==> config.mk <==
export PLATFORM = sky130hd
export DESIGN_NAME = utf_character_counter
export DESIGN_NICKNAME = d
export VERILOG_FILES = /design/src/hw/rtl/utfcc_pkg.sv /design/src/hw/rtl/utfcc_utf8.sv /design/src/hw/rtl/utfcc_utf16.sv /design/src/hw/rtl/utf_character_counter.sv
export SDC_FILE = /design/constraint.sdc
export NUM_CORES = 1
export LEC_CHECK = 0
export ABC_AREA = 1
export BUFFER_PORTS_ARGS = -buffer_cell sky130_fd_sc_hd__buf_4
export CAP_MARGIN = 10
export CORE_MARGIN = 2
export CORE_UTILIZATION = 40
export CTS_CLUSTER_SIZE = 30
export DETAILED_ROUTE_END_ITERATION = 10
export HOLD_SLACK_MARGIN = 0.06
export SLEW_MARGIN = 10
export SYNTH_ARGS = -nofsm -noshare
export SYNTH_HDL_FRONTEND = slang
export SYNTH_SLANG_ARGS = --single-unit
export TNS_END_PERCENT = 5
==> constraint.sdc <==
create_clock -name clk -period 8.28 [get_ports clk]
set_clock_uncertainty 0.15 [all_clocks]
set_input_delay 0.414 -clock clk [delete_from_list [all_inputs] [get_ports clk]]
set_output_delay 0.414 -clock clk [all_outputs]
set_load 0.03 [all_outputs]
==> src/hw/rtl/utfcc_pkg.sv <==
package utfcc_pkg;

  // Encoding selector values held in the mode register.
  localparam logic [1:0] MODE_UTF8    = 2'd0;
  localparam logic [1:0] MODE_UTF16LE = 2'd1;
  localparam logic [1:0] MODE_UTF16BE = 2'd2;

  // Leading byte order mark of a UTF-8 text.
  localparam logic [7:0] MARK_B0 = 8'hEF;
  localparam logic [7:0] MARK_B1 = 8'hBB;
  localparam logic [7:0] MARK_B2 = 8'hBF;

  // UTF-16 units of interest.
  localparam logic [15:0] UNIT_BOM     = 16'hFEFF;
  localparam logic [15:0] UNIT_BOM_REV = 16'hFFFE;
  localparam logic [5:0]  HIGH_PREFIX  = 6'b110110;
  localparam logic [5:0]  LOW_PREFIX   = 6'b110111;

  // Position of the byte within the text, saturating at three.
  localparam logic [1:0] POS_MANY = 2'd3;

  // Control passed from the input stage to the decoders.
  typedef struct packed {
    logic       adv;    // the held byte is consumed this cycle
    logic       last;   // the held byte ends the text
    logic       clear;  // the text is abandoned (register write)
    logic [1:0] pos;    // byte position, three or more reads as POS_MANY
  } utfcc_ctl_t;

  // Length of the sequence announced by a UTF-8 lead byte.
  function automatic logic [2:0] lead_length(input logic [7:0] b);
    logic [2:0] len;
    len = 3'd1;
    if ((b & 8'hE0) == 8'hC0) begin
      len = 3'd2;
    end else if ((b & 8'hF0) == 8'hE0) begin
      len = 3'd3;
    end else if ((b & 8'hF8) == 8'hF0) begin
      len = 3'd4;
    end
    return len;
  endfunction

endpackage

==> src/hw/rtl/utfcc_utf8.sv <==
module utfcc_utf8
  import utfcc_pkg::*;
(
  input  logic       clk,
  input  logic       rst_n,
  input  utfcc_ctl_t ctl,
  input  logic [7:0] byte_in,
  output logic [1:0] inc
);

  logic [2:0] seq_len_r, seq_len_nxt;
  logic [1:0] held_total_r, held_total_nxt;
  logic [7:0] held0_r, held0_nxt;
  logic       mark_r, mark_nxt;
  logic [2:0] held_inc;
  logic [2:0] len_now;
  logic [1:0] tail;
  logic       mark_miss;

  // Check the byte against the leading mark while still inside its first three bytes.
  always_comb begin
    unique case (ctl.pos)
      2'd0:    mark_miss = (byte_in != MARK_B0);
      2'd1:    mark_miss = (byte_in != MARK_B1);
      2'd2:    mark_miss = (byte_in != MARK_B2);
      default: mark_miss = 1'b0;
    endcase
  end

  assign held_inc = {1'b0, held_total_r} + 3'd1;
  assign len_now  = lead_length(byte_in);

  // A cut-short sequence rescans its held bytes: one held byte is one character,
  // two held bytes are one character only if the first opens a two-byte sequence.
  assign tail = (held_inc == 3'd1) ? 2'd1 :
                ((lead_length(held0_r) == 3'd2) ? 2'd1 : 2'd2);

  // Per-byte decoding step.
  always_comb begin
    seq_len_nxt    = seq_len_r;
    held_total_nxt = held_total_r;
    held0_nxt      = held0_r;
    mark_nxt       = mark_r & ~mark_miss;
    inc            = 2'd0;
    if (seq_len_r != 3'd0) begin
      if (held_inc + 3'd1 >= seq_len_r) begin
        // Sequence complete; the leading mark itself is not counted.
        inc            = (ctl.pos == 2'd2 && mark_nxt) ? 2'd0 : 2'd1;
        seq_len_nxt    = 3'd0;
        held_total_nxt = 2'd0;
      end else begin
        if (held_total_r == 2'd0) begin
          held0_nxt = byte_in;
        end
        held_total_nxt = held_inc[1:0];
        if (ctl.last) begin
          inc = 2'd1 + tail;
        end
      end
    end else begin
      if (len_now == 3'd1 || ctl.last) begin
        inc = 2'd1;
      end else begin
        seq_len_nxt    = len_now;
        held_total_nxt = 2'd0;
      end
    end
  end

  // Decoder state; a register write or the end of the text starts afresh.
  always_ff @(posedge clk) begin
    if (!rst_n || ctl.clear || (ctl.adv && ctl.last)) begin
      seq_len_r    <= 3'd0;
      held_total_r <= 2'd0;
      mark_r       <= 1'b1;
    end else if (ctl.adv) begin
      seq_len_r    <= seq_len_nxt;
      held_total_r <= held_total_nxt;
      mark_r       <= mark_nxt;
    end
  end

  always_ff @(posedge clk) begin
    if (ctl.adv) begin
      held0_r <= held0_nxt;
    end
  end

  // Held bytes never reach three, since a four-byte sequence completes on its last byte.
  assert property (@(posedge clk) disable iff (!rst_n) held_total_r != 2'd3)
    else $error("utfcc_utf8: held byte count out of range");

  // No bytes are held without a pending lead.
  assert property (@(posedge clk) disable iff (!rst_n)
    seq_len_r == 3'd0 |-> held_total_r == 2'd0)
    else $error("utfcc_utf8: held bytes without a pending sequence");

  // A pending lead is always a multi-byte lead.
  assert property (@(posedge clk) disable iff (!rst_n)
    seq_len_r != 3'd1 && seq_len_r <= 3'd4)
    else $error("utfcc_utf8: bad pending sequence length");

endmodule

==> src/hw/rtl/utfcc_utf16.sv <==
module utfcc_utf16
  import utfcc_pkg::*;
(
  input  logic       clk,
  input  logic       rst_n,
  input  utfcc_ctl_t ctl,
  input  logic       little,
  input  logic [7:0] byte_in,
  output logic       inc
);

  logic [7:0]  odd_half_r;
  logic        half_r, half_nxt;
  logic        high_r, high_nxt;
  logic [15:0] unit;
  logic        is_high;
  logic        is_low;

  // Join the held byte and this byte into one unit.
  assign unit    = little ? {byte_in, odd_half_r} : {odd_half_r, byte_in};
  assign is_high = (unit[15:10] == HIGH_PREFIX);
  assign is_low  = (unit[15:10] == LOW_PREFIX);

  // Unit classification: pairs count once, marks and stray high or low halves are skipped.
  always_comb begin
    half_nxt = ~half_r;
    high_nxt = high_r;
    inc      = 1'b0;
    if (half_r) begin
      if (high_r && is_low) begin
        high_nxt = 1'b0;
        inc      = 1'b1;
      end else if (unit == UNIT_BOM || unit == UNIT_BOM_REV) begin
        high_nxt = 1'b0;
      end else if (is_high) begin
        high_nxt = 1'b1;
      end else if (is_low) begin
        high_nxt = 1'b0;
      end else begin
        high_nxt = 1'b0;
        inc      = 1'b1;
      end
    end
  end

  always_ff @(posedge clk) begin
    if (!rst_n || ctl.clear || (ctl.adv && ctl.last)) begin
      half_r <= 1'b0;
      high_r <= 1'b0;
    end else if (ctl.adv) begin
      half_r <= half_nxt;
      high_r <= high_nxt;
    end
  end

  always_ff @(posedge clk) begin
    if (ctl.adv && !half_r) begin
      odd_half_r <= byte_in;
    end
  end

endmodule

==> src/hw/rtl/utf_character_counter.sv <==
// An accepted byte is held in the input register; a last byte's result is loaded into the
// output register when that byte moves on, and out_tvalid is driven from that register.
// Throughput: one byte per cycle, set by the single input register feeding the decoders.
// A waiting result stalls the input only when the next byte is also a last byte.
// Reset (rst_n low at a clock edge) selects UTF-8, empties both registers and clears
// all counting state; there is no clearing pass.
module utf_character_counter
  import utfcc_pkg::*;
(
  input  logic        clk,
  input  logic        rst_n,
  input  logic        in_tvalid,
  output logic        in_tready,
  input  logic [7:0]  in_tdata,   // [7:0] byte_value
  input  logic        in_tlast,   // last_byte
  output logic        out_tvalid,
  input  logic        out_tready,
  output logic [39:0] out_tdata,  // [31:0] char_count, [32] too_large, [39:33] zero
  input  logic        cfg_we,
  input  logic [1:0]  cfg_wdata   // encoding_mode
);

  logic        in_valid_r;
  logic [7:0]  in_byte_r;
  logic        in_last_r;
  logic [1:0]  mode_r;
  logic [31:0] bytes_r;
  logic        bytes_ovf_r;
  logic [31:0] count_r;
  logic        out_valid_r;
  logic [31:0] out_count_r;
  logic        out_large_r;

  logic        adv;
  utfcc_ctl_t  ctl;
  logic [1:0]  inc8;
  logic        inc16;
  logic [1:0]  inc;
  logic [31:0] count_nxt;
  logic        large_nxt;

  // The held byte moves on unless it would produce a result with the output still full.
  assign adv       = in_valid_r && (!in_last_r || !out_valid_r || out_tready);
  assign in_tready = !in_valid_r || adv;

  assign ctl.adv   = adv;
  assign ctl.last  = in_last_r;
  assign ctl.clear = cfg_we;
  assign ctl.pos   = (bytes_ovf_r || bytes_r[31:2] != 30'd0) ? POS_MANY : bytes_r[1:0];

  utfcc_utf8 u_utf8 (
    .clk     (clk),
    .rst_n   (rst_n),
    .ctl     (ctl),
    .byte_in (in_byte_r),
    .inc     (inc8)
  );

  utfcc_utf16 u_utf16 (
    .clk     (clk),
    .rst_n   (rst_n),
    .ctl     (ctl),
    .little  (mode_r == MODE_UTF16LE),
    .byte_in (in_byte_r),
    .inc     (inc16)
  );

  // Pick the decoder for the selected encoding; the unused code falls back to UTF-8.
  always_comb begin
    unique case (mode_r)
      MODE_UTF16LE: inc = {1'b0, inc16};
      MODE_UTF16BE: inc = {1'b0, inc16};
      default:      inc = inc8;
    endcase
  end

  assign count_nxt = count_r + {30'd0, inc};
  assign large_nxt = bytes_ovf_r || (&bytes_r);

  // Input register.
  always_ff @(posedge clk) begin
    if (!rst_n) begin
      in_valid_r <= 1'b0;
    end else if (in_tready) begin
      in_valid_r <= in_tvalid;
    end
  end

  always_ff @(posedge clk) begin
    if (in_tready) begin
      in_byte_r <= in_tdata;
      in_last_r <= in_tlast;
    end
  end

  // Encoding register.
  always_ff @(posedge clk) begin
    if (!rst_n) begin
      mode_r <= MODE_UTF8;
    end else if (cfg_we) begin
      mode_r <= cfg_wdata;
    end
  end

  // Byte and character counters of the current text; the byte count saturates.
  always_ff @(posedge clk) begin
    if (!rst_n || cfg_we || (adv && in_last_r)) begin
      bytes_r     <= 32'd0;
      bytes_ovf_r <= 1'b0;
      count_r     <= 32'd0;
    end else if (adv) begin
      if (&bytes_r) begin
        bytes_ovf_r <= 1'b1;
      end else begin
        bytes_r <= bytes_r + 32'd1;
      end
      count_r <= count_nxt;
    end
  end

  // Output register: loaded by a last byte, emptied by a completed transfer.
  always_ff @(posedge clk) begin
    if (!rst_n) begin
      out_valid_r <= 1'b0;
    end else if (adv && in_last_r) begin
      out_valid_r <= 1'b1;
    end else if (out_tready) begin
      out_valid_r <= 1'b0;
    end
  end

  always_ff @(posedge clk) begin
    if (adv && in_last_r) begin
      out_count_r <= large_nxt ? 32'd0 : count_nxt;
      out_large_r <= large_nxt;
    end
  end

  assign out_tvalid = out_valid_r;
  assign out_tdata  = {7'd0, out_large_r, out_count_r};

  // An accepted byte always lands in the input register.
  assert property (@(posedge clk) disable iff (!rst_n)
    in_tvalid && in_tready |=> in_valid_r)
    else $error("utf_character_counter: accepted byte lost");

  // A consumed last byte always leaves a result waiting.
  assert property (@(posedge clk) disable iff (!rst_n)
    adv && in_last_r |=> out_valid_r)
    else $error("utf_character_counter: result not produced");

  // A result is never overwritten before it is taken.
  assert property (@(posedge clk) disable iff (!rst_n)
    out_valid_r && !out_tready |-> !(adv && in_last_r))
    else $error("utf_character_counter: pending result overwritten");

  // The overflow flag is only set once the byte count is at its top.
  assert property (@(posedge clk) disable iff (!rst_n)
    bytes_ovf_r |-> (&bytes_r))
    else $error("utf_character_counter: byte counter overflow inconsistent");

endmodule
==> results of run 1 <==
-- placed cells by master (no fill, tap or decap), drive strengths merged --
master	synthesis	layout
or2	3	3
nor4	5	5
bufinv	0	3
nor3	9	9
o21ai	23	23
inv	146	151
ha	14	14
clkinvlp	0	3
buf	23	54
dfxtp	77	77
fa	1	1
a21oi	82	82
o211ai	1	1
conb	1	7
dlygate4sd3	0	10
nor3b	1	1
edfxtp	53	53
clkbuf	8	18
nor2	143	143
nand4	10	10
o21bai	1	1
nand3	82	82
xnor2	7	7
xor2	19	19
clkinv	0	3
nand2	325	325
a21boi	1	1
nand3b	1	1
-- power by group through the flow --
stage,clock (mW),combinational (mW),sequential [mW]
2_1_floorplan,0,0.0604,0.711
3_3_place_gp,0,0.0897,0.706
3_5_place_dp,0,0.0906,0.706
4_1_cts,0.793,0.0949,0.693
5_1_grt,0.821,0.105,0.694
6_report,0.775,0.0943,0.693
-- cells by family after synthesis --
| family | count (synthesis) | share of synthesized area |
|---|---|---|
| AOI/OAI and AO/OA | 108 | 0.0808 |
| xor gates and xnor gates | 26 | 0.0312 |
| adders and majority gates | 15 | 0.0267 |
| buffers and inverters | 177 | 0.102 |
| DFF | 130 | 0.429 |
| other | 1 | 0.000514 |
| and+or+nand+nor | 579 | 0.330 |
-- state kept, by name, summed over array words and instances, names as in the netlist, 2 cells and up --
name                 flops
bytes_r                 32
count_r                 32
out_count_r             32
in_byte_r                8
u_utf16.odd_half_r       8
u_utf8.held0_r           3
u_utf8.seq_len_r         3
mode_r                   2
u_utf8.held_total_r      2
-- through the flow --
| step | instance area, µm² | cells |
|---|---|---|
| floorplan | 7320 | 1042 |
| global placement | 7820 | 1294 |
| detailed placement | 7820 | 1294 |
| CTS | 8520 | 1336 |
| global route | 8520 | 1336 |
| finish | 8520 | 1336 |
-- routing by layer --
layer  track usage  routed length (µm)
met4        0.0558                 222
met2         0.293                7820
met3        0.0445                 713
met1         0.253                8700
met5             0                   0
-- tightest hold or removal path, delay by kind of cell --
| family | cells | cell delay, ns |
|---|---|---|
| buffers and inverters | 1 | 0.08 |
| AOI/OAI and AO/OA | 1 | 0.06 |
| and+or+nand+nor | 1 | 0.07 |
-- path summary, 6_finish.rpt --
path,startpoint,end,depth (start not counted)
worst max-delay path,bytes_r[20],out_count_r[16],26
worst max register to register,bytes_r[20],out_count_r[16],26
worst min-delay path,cfg_we,mode_r[0],3
worst min register to register,mode_r[1],mode_r[1],2
-- final cells by class --
| class | count | area share |
|---|---|---|
| clock inverter | 14 | 0.0208 |
| inverter | 146 | 0.0643 |
| multi-input combinational | 735 | 0.404 |
| clock buffer | 18 | 0.0504 |
| timing repair buffer | 64 | 0.0593 |
| sequential | 130 | 0.368 |
| tap | 229 | 0.0336 |
==> results.yml, run 1 <==
power_and_ir_drop:
  p_leak_nw: 3.42
  pwr-share-clk: 0.496
  intPower_mw: 1.19
  combPwrFrac: 0.060
  swShare: 0.238
  sequentialPowerShare: 0.444
  peakVddDrop_v: 0.000163
  switching_power_uw: 371
  p_total_mw: 1.56
  p_per_area_nw_per_um2: 183
synthesis:
  ys.flop_type: "dfxtp_1"
  synth_cell_type_count: 35
  syn-cell-area_um2: 7300
  ys_ff_latch: 130
  synthTopCellsByArea: "edfxtp_1 (22%), dfxtp_1 (21%), nand2_1 (16%)"
  synthTopCellsByCount: "nand2_1 (319), inv_1 (144), nor2_1 (139), nand3_1 (81), dfxtp_1 (77)"
  ys_warn_count: 0
  ys_seq_area_frac: 0.429
  yosysTopAreaCell: "edfxtp_1"
  yosysMostFrequentCell: "nand2_1"
  async_flop_share: 0
  synth_top_area_share: 0.218
  avgSynthCellArea_um2: 7.04
  syn_inst: 1036
  synth_edf_count: 53
setup_path:
  setup.worst_path.start_class: "register"
  slowest_delay_ns: 0.43
  regToRegSetupSlack_ns: 3.88
  worstPathRequired_ns: 8.29
  path_buf_inv: 4
  cp_max_fo: 5
  critPathCaptureType: "register"
  crit_top_cell: "nand2_1"
  crit_type: "register to register"
  crit_family: "simple AND/OR/NAND/NOR gates"
  arrival_ns: 4.41
  crit_slowest_cell: "nor4_1"
min_path:
  hp-class: "input port to register"
place:
  dp_hpwl_um: 12300
  port_buffers: 50
  dp_slack_ns: 3.92
  place.gp.congestion: 0.903
timing:
  finalCritPeriodShare: 0.531
  holdWs_ns: 0.0939
  hold_viol_final: 0
  slew_headroom: 0.480
  worst_pin_slew_ns: 0.780
  fin_tns_setup_ns: 0
  slew_violations: 0
  fmax_mhz: 227
  fin_crit_ns: 4.40
  grt_setup_unrepaired: "no"
  setup_violations: 0
  worst_slack_ns: 3.88
grt:
  grt_pass1_vias: 5849
  grt_pass1_wl_um: 29100
  antenna_found_initial: 0
  overflow: 0
  grt_start_max_net_pins: 63
  grt_usage: 0.185
clock_tree:
  cts.sinks: 130
  cts_tree: "yes"
  cts_resized: 0
  insertion_delay_ns: 0.42
  cts_made_buffers: 17
  cts_hold_buf: 10
  clockRootBuffer: "clkbuf_16"
  clockBufferDepth: 2
  path_clk_slew_ns: 0.06
  post_cts_buffers: 0
  htreeDepth: 4
cells_and_area:
  multi_input_area_um2: 3440
  ff_latch_area_um2: 3130
  fillers: 1796
  n_antenna_cell: 0
  drive_gt1_frac: 0.101
  area_growth_pct: 16.8
  utilization: 0.476
  nets: 1125
run:
  cap_violations: 0
floorplan:
  die_y_um: 139
  start_util: 0.408
  boundaryPins: 58
  die_area_um2: 19300
  die_w_um: 139
  placementRows: 49
  core_um2: 17900
drt:
  drt-total-wl_um: 17500
  dr_total_vias: 6393
  drc: 0
  antenna_left: 0
  drt-wirelength-per-cell_um: 13.1
  drt_iter0_drc: 452
  vias_per_cell: 4.79
  dr.pass1.iters: 5
run_status:
  run_status: "finished, final reports clean"
(Power assumes the default switching activity.)
==> run 2, diff against run 1 <==
--- a/config.mk
+++ b/config.mk
@@ -5,7 +5,7 @@
 export SDC_FILE = /design/constraint.sdc
 export NUM_CORES = 1
 export LEC_CHECK = 0
-export ABC_AREA = 1
+export ABC_AREA = 0
 export BUFFER_PORTS_ARGS = -buffer_cell sky130_fd_sc_hd__buf_4
 export CAP_MARGIN = 10
 export CORE_MARGIN = 2
==> constraint.sdc (replaced) <==
create_clock -name clk -period 4.2 [get_ports clk]
set_clock_uncertainty 0.15 [all_clocks]
set_input_delay 0.21 -clock clk [delete_from_list [all_inputs] [get_ports clk]]
set_output_delay 0.21 -clock clk [all_outputs]
set_load 0.03 [all_outputs]
==> run 2 against run 1 <==
Net effect:
- the flow now finishes with violations (setup timing)
- critical endpoint is now count_r[28]
- worst hold slack improved by 0.21 ns
- area after synthesis fell by 11%
- core utilization rose by 5.1 points
- count of clock-buffer cells in the layout rose by 2
- highest routed layer unchanged
- largest cell class unchanged
==> results.yml, run 2 <==
min_path:
  holdPathStages: 0
  hp-class: "register to register"
cells_and_area:
  utilization: 0.527
  n_antenna_cell: 0
  layout_commonest_cell: "buf_4"
  drive_gt1_frac: 0.224
  ff_latch_area_um2: 3140
  area_growth_pct: 28.7
  fillers: 1452
  multi_input_area_um2: 3310
  final_cell_mix: "buf_4 (107), nor2_1 (78), dfxtp_1 (74), nand2_1 (54), edfxtp_1 (53)"
  fin_cells: 1023
  nets: 825
  top_regs: "bytes_r x32, count_r x32, out_count_r x32"
synthesis:
  ys_warn_count: 0
  yosysMostFrequentCell: "nor2_1"
  synth_compound_area_frac: 0.0960
  async_flop_share: 0
  syn-cell-area_um2: 6500
  synth.area.mux_share: 0.00769
  synthAdderAreaFrac: 0.0300
  synthTopCellsByArea: "edfxtp_1 (24%), dfxtp_1 (24%), xor2_1 (5.3%)"
  synth_xor_area_frac: 0.0781
  synth_edf_count: 53
  syn_inst: 681
  yosysTopAreaCell: "edfxtp_1"
  ys.flop_type: "dfxtp_1"
  synth_cell_type_count: 55
  synth_top_family_by_area: "simple AND/OR/NAND/NOR gates"
  synth-simple-area-share: 0.264
  ys_seq_area_frac: 0.482
  synthTopCellsByCount: "nor2_1 (79), dfxtp_1 (77), nand2_1 (55), edfxtp_1 (53), xor2_1 (39)"
  ys_ff_latch: 130
  synth_top_area_share: 0.245
  avgSynthCellArea_um2: 9.55
clock_tree:
  clockRootBuffer: "clkbuf_16"
  path_clk_slew_ns: 0.06
  cts.sinks: 130
  clockBufferDepth: 2
  htreeDepth: 4
  insertion_delay_ns: 0.42
  cts_made_buffers: 17
  cts_tree: "yes"
power_and_ir_drop:
  switching_power_uw: 646
  combPwrFrac: 0.051
  p_total_mw: 2.96
  intPower_mw: 2.31
  swShare: 0.218
  peakVddDrop_v: 0.000274
  p_leak_nw: 3.03
  p_per_area_nw_per_um2: 353
  pwr-share-clk: 0.492
  sequentialPowerShare: 0.457
drt:
  dr.pass1.iters: 4
  drt-wirelength-per-cell_um: 15.1
  vias_per_cell: 5.39
  drc: 0
  drt-total-wl_um: 15400
  drt_iter0_drc: 364
  dr_total_vias: 5511
  antenna_left: 0
grt:
  grt_start_max_net_pins: 38
  grt_pass1_vias: 5193
  gr-usage-met2: 0.309
  overflow: 0
  use_met1: 0.223
  grt_usage: 0.183
  grt_use_met3: 0.0448
  grt_pass1_wl_um: 25600
  antenna_found_initial: 0
  grt.busiest_layer: "met2"
timing:
  grt_setup_unrepaired: "yes"
  slew_headroom: 0.266
  fmax_mhz: 233
  fin_crit_ns: 4.29
  worst_slack_ns: -0.0912
  hold_viol_final: 0
  worst_pin_slew_ns: 1.10
  setup_violations: 6
  finalCritPeriodShare: 1.02
  slew_violations: 0
floorplan:
  die_w_um: 132
  start_util: 0.409
  placementRows: 46
  die_area_um2: 17300
  die_y_um: 132
  core_um2: 15900
  boundaryPins: 58
setup_path:
  cp_max_fo: 8
  critPathCaptureType: "register"
  worstPathRequired_ns: 4.40
  arrival_ns: 4.50
  ff2ff_path_depth: 17
  crit_type: "register to register"
  setup.worst_path.start_class: "register"
place:
  dpl.cell_count: 964
  port_buffers: 50
  dp_hpwl_um: 10500
  place.gp.congestion: 0.868
run:
  cap_violations: 0
run_status:
  run_status: "finished with violations"
  violations: "setup timing"
## run 2: cell count changes after synthesis, moves of 20 or more
cell	delta
nor2_1	-60
inv_1	-128
a21oi_1	-34
nand3_1	-44
xor2_1	+20
nand2_1	-264
nand4_1	+25
## run 2: critical path, stage by stage (launching register included)
cell and delay (ns):
dfxtp_2 0.33, nor4_4 0.30, nand4_1 0.16, or3_4 0.44
ha_4 0.29, o22ai_2 0.08, a31oi_2 0.17, o31ai_1 0.09
a31oi_1 0.21, ha_2 0.22, inv_2 0.04, fa_2 0.37
nand3b_1 0.22, nor4_4 0.19, nand4_1 0.18, buf_6 0.18
or4_1 0.46, a21oi_1 0.13
## run 2: final cells by class
type                       instances  share of cell area
tap                              216              0.0323
inverter                          16             0.00717
clock buffer                      20              0.0522
multi-input combinational        501               0.396
sequential                       130               0.375
clock inverter                    12              0.0167
timing repair buffer             128               0.121
## run 2: what timing repair did
| item | 4_1_cts | 5_1_grt |
|---|---|---|
| hold buffers | 19 | 0 |
| setup buffers | 7 | 1 |
| setup endpoints to repair | 28 | 24 |
| endpoints found under the hold margin | 13 | 0 |
| pin swaps | 15 | 20 |
| gates resized for setup | 15 | 20 |
## run 2: path summary, 6_finish.rpt
check	startpoint	end	slack, ns
min reg2reg	in_byte_r[1]	u_utf16.odd_half_r[1]	0.31
min	in_byte_r[1]	u_utf16.odd_half_r[1]	0.31
max reg2reg	bytes_r[15]	count_r[28]	-0.09
max	bytes_r[15]	count_r[28]	-0.09
## run 2: kinds of logic (layout without fill, tap and decap cells)
family,Yosys count,in the layout
AND/OR/NAND/NOR,316,316
flip-flops,130,130
AO/OA/AOI/OAI,100,100
XOR/XNOR,58,58
buffers and inverters,56,176
adder cells (fa/ha/maj),15,15
multiplexers,5,5
other,1,7
## run 2: stage by stage
step	area, µm²	hold slack [ns]	setup TNS, ns	worst slack, ns
global placement	7360	0.239	-1.80	-0.202
finish	8370	0.305	-0.186	-0.0912
floorplan	6540	0.159	0	0.110
CTS	8260	0.302	-0.691	-0.104
global route	8370	0.328	-2.39	-0.316
detailed placement	7360	0.239	-3.39	-0.290
## run 2: power groups by stage
stage          clock network (mW)  logic, mW  registers (mW)
5_1_grt                      1.54      0.163            1.35
6_report                     1.46      0.152            1.35
2_1_floorplan                   0     0.0700            1.40
3_5_place_dp                    0      0.135            1.38
4_1_cts                      1.48      0.151            1.35
3_3_place_gp                    0      0.132            1.38
## run 2: metal layers
metal / vias to the layer above / wire length [µm]
met5: - / 0
met4: 0 / 244
met3: 23 / 600
met2: 124 / 7710
met1: 2661 / 6880
li1: 2703 / -
==> run 3, diff against run 2 <==
--- a/config.mk
+++ b/config.mk
@@ -13,6 +13,7 @@
 export CTS_CLUSTER_SIZE = 30
 export DETAILED_ROUTE_END_ITERATION = 10
 export HOLD_SLACK_MARGIN = 0.06
+export SETUP_SLACK_MARGIN = 0.5
 export SLEW_MARGIN = 10
 export SYNTH_ARGS = -nofsm -noshare
 export SYNTH_HDL_FRONTEND = slang
==> run 3 against run 2 <==
Net effect:
- the run still ends with setup timing left
- clock power down 5%
- worst hold slack worse by 0.017 ns
- core utilization down 0.087 points
- count of clock-buffer cells in the layout up 6
- cell count down 0.88%
- critical endpoint unchanged
- setup slack better by 0.072 ns
==> results.yml, run 3 (synthesis results as in run 2) <==
setup_path:
  crit_chain: "nor4_4 -> nand4_1 -> or3_4 -> ha_2 -> xor2_1 -> a31oi_2 -> o31ai_1 -> a31oi_1 -> ha_2 -> inv_2 -> fa_2 -> nand3b_1 -> nor4_4 -> nand4_1 -> buf_6 -> or4_4 -> a21oi_2"
  crit_family: "simple AND/OR/NAND/NOR gates"
  cp_max_fo: 5
  worstPathRequired_ns: 4.40
  slowest_delay_ns: 0.43
  crit_type: "register to register"
  critPathCaptureType: "register"
  arrival_ns: 4.42
  setup.worst_path.start_class: "register"
  crit_slowest_cell: "or3_4"
  path_buf_inv: 2
floorplan:
  start_util: 0.409
  die_w_um: 132
  placementRows: 46
  core_um2: 15900
  die_y_um: 132
  die_area_um2: 17300
  boundaryPins: 58
clock_tree:
  cts_made_buffers: 17
  clockBufferDepth: 2
  path_clk_slew_ns: 0.05
  cts_tree: "yes"
  htreeDepth: 4
  cts.sinks: 130
  clockRootBuffer: "clkbuf_16"
  insertion_delay_ns: 0.42
timing:
  finalCritPeriodShare: 1.00
  grt_setup_unrepaired: "yes"
  worst_slack_ns: -0.0191
  fin_crit_ns: 4.22
  setup_violations: 2
  slew_headroom: 0.264
  worst_pin_slew_ns: 1.10
  hold_viol_final: 0
  slew_violations: 0
  fmax_mhz: 237
drt:
  vias_per_cell: 5.40
  drc: 0
  drt-total-wl_um: 15500
  dr_total_vias: 5472
  antenna_left: 0
  drt-wirelength-per-cell_um: 15.2
  drt_iter0_drc: 321
  dr.pass1.iters: 5
cells_and_area:
  layout_commonest_cell: "buf_4"
  top_regs: "bytes_r x32, count_r x32, out_count_r x32"
  drive_gt1_frac: 0.232
  n_antenna_cell: 0
  fin_cells: 1014
  nets: 816
  post-route-cell-area_um2: 8360
  fillers: 1461
  final_cell_mix: "buf_4 (95), nor2_1 (76), dfxtp_1 (72), edfxtp_1 (53), nand2_1 (51)"
  area_growth_pct: 28.5
min_path:
  hp-class: "input port to register"
run:
  cap_violations: 0
place:
  dp_slack_ns: -0.102
  port_buffers: 50
  place_area_um2: 7390
  place.gp.congestion: 0.858
  dp_hpwl_um: 10400
  dpl.cell_count: 961
grt:
  grt_pass1_vias: 5482
  grt_start_max_net_pins: 37
  grt_pass1_wl_um: 26100
  grt_usage: 0.185
  antenna_found_initial: 0
  overflow: 0
power_and_ir_drop:
  peakVddDrop_v: 0.000285
  p_per_area_nw_per_um2: 345
  p_leak_nw: 3.00
run_status:
  run_status: "finished with violations"
  violations: "setup timing"
==> run 3: cell types whose count changed in the layout (fill, tap and decap cells not counted), sizes merged <==
cell,before,now
inv,16,17
bufinv,3,1
clkbuf,20,26
buf,109,100
clkinvlp,2,0
clkinv,7,4
==> run 3: tightest hold or removal path: cells and delay by family <==
kind                   cells  cell delay [ns]
buffers and inverters      1             0.10
AND/OR/NAND/NOR            1             0.08
AO/OA/AOI/OAI              2             0.40
==> run 3: layer usage <==
layer,routed length [µm],vias to the layer above,track usage,share of wire
met1,6650,2637,0.215,0.43
met3,643,32,0.0509,0.042
met2,7810,130,0.320,0.51
met5,0,-,0,0
met4,351,0,0.0761,0.023
li1,-,2673,-,-
==> run 3: final cells by class <==
class	count	area [µm²]	area share
clock inverters	6	56.3	0.00674
flip-flops and latches	130	3140	0.376
inverters	16	60.1	0.00719
repair buffers	119	962	0.115
well taps	216	270	0.0323
multi-input cells	501	3380	0.404
clock buffers	26	489	0.0585
==> run 3: timing repair <==
| action | in CTS | in global routing |
|---|---|---|
| hold buffers | 19 | 0 |
| buffers inserted | 0 | 1 |
| gates cloned | 0 | 1 |
| endpoints found under the hold margin | 13 | 0 |
| gates resized for setup | 26 | 23 |
| pin swaps | 16 | 20 |
| setup endpoints to repair | 57 | 59 |
==> run 3: path summary, 6_finish.rpt <==
| check | startpoint | to | slack [ns] | cells after the start |
|---|---|---|---|---|
| setup / recovery | bytes_r[31] | count_r[28] | -0.02 | 17 |
| hold / removal | cfg_we | bytes_r[3] | 0.29 | 4 |
| setup reg to reg | bytes_r[31] | count_r[28] | -0.02 | 17 |
| hold reg to reg | u_utf8.mark_r | u_utf8.mark_r | 0.30 | 1 |
==> run 3: power breakdown <==
group	internal [mW]	switching (mW)	leakage [nW]
Clock	0.857	0.520	0.272
Sequential	1.34	0.0160	1.09
Combinational	0.0559	0.0981	1.63
==> run 3: through the flow <==
stage	util	total power, mW	TNS, ns	hold slack [ns]
finish	0.526	2.88	-0.0252	0.288
global route	0.526	2.99	-1.77	0.314
CTS	0.519	2.91	0	0.269
detailed placement	0.465	1.52	-0.681	0.240
global placement	0.465	1.51	-0.118	0.239
floorplan	-	1.47	0	0.159
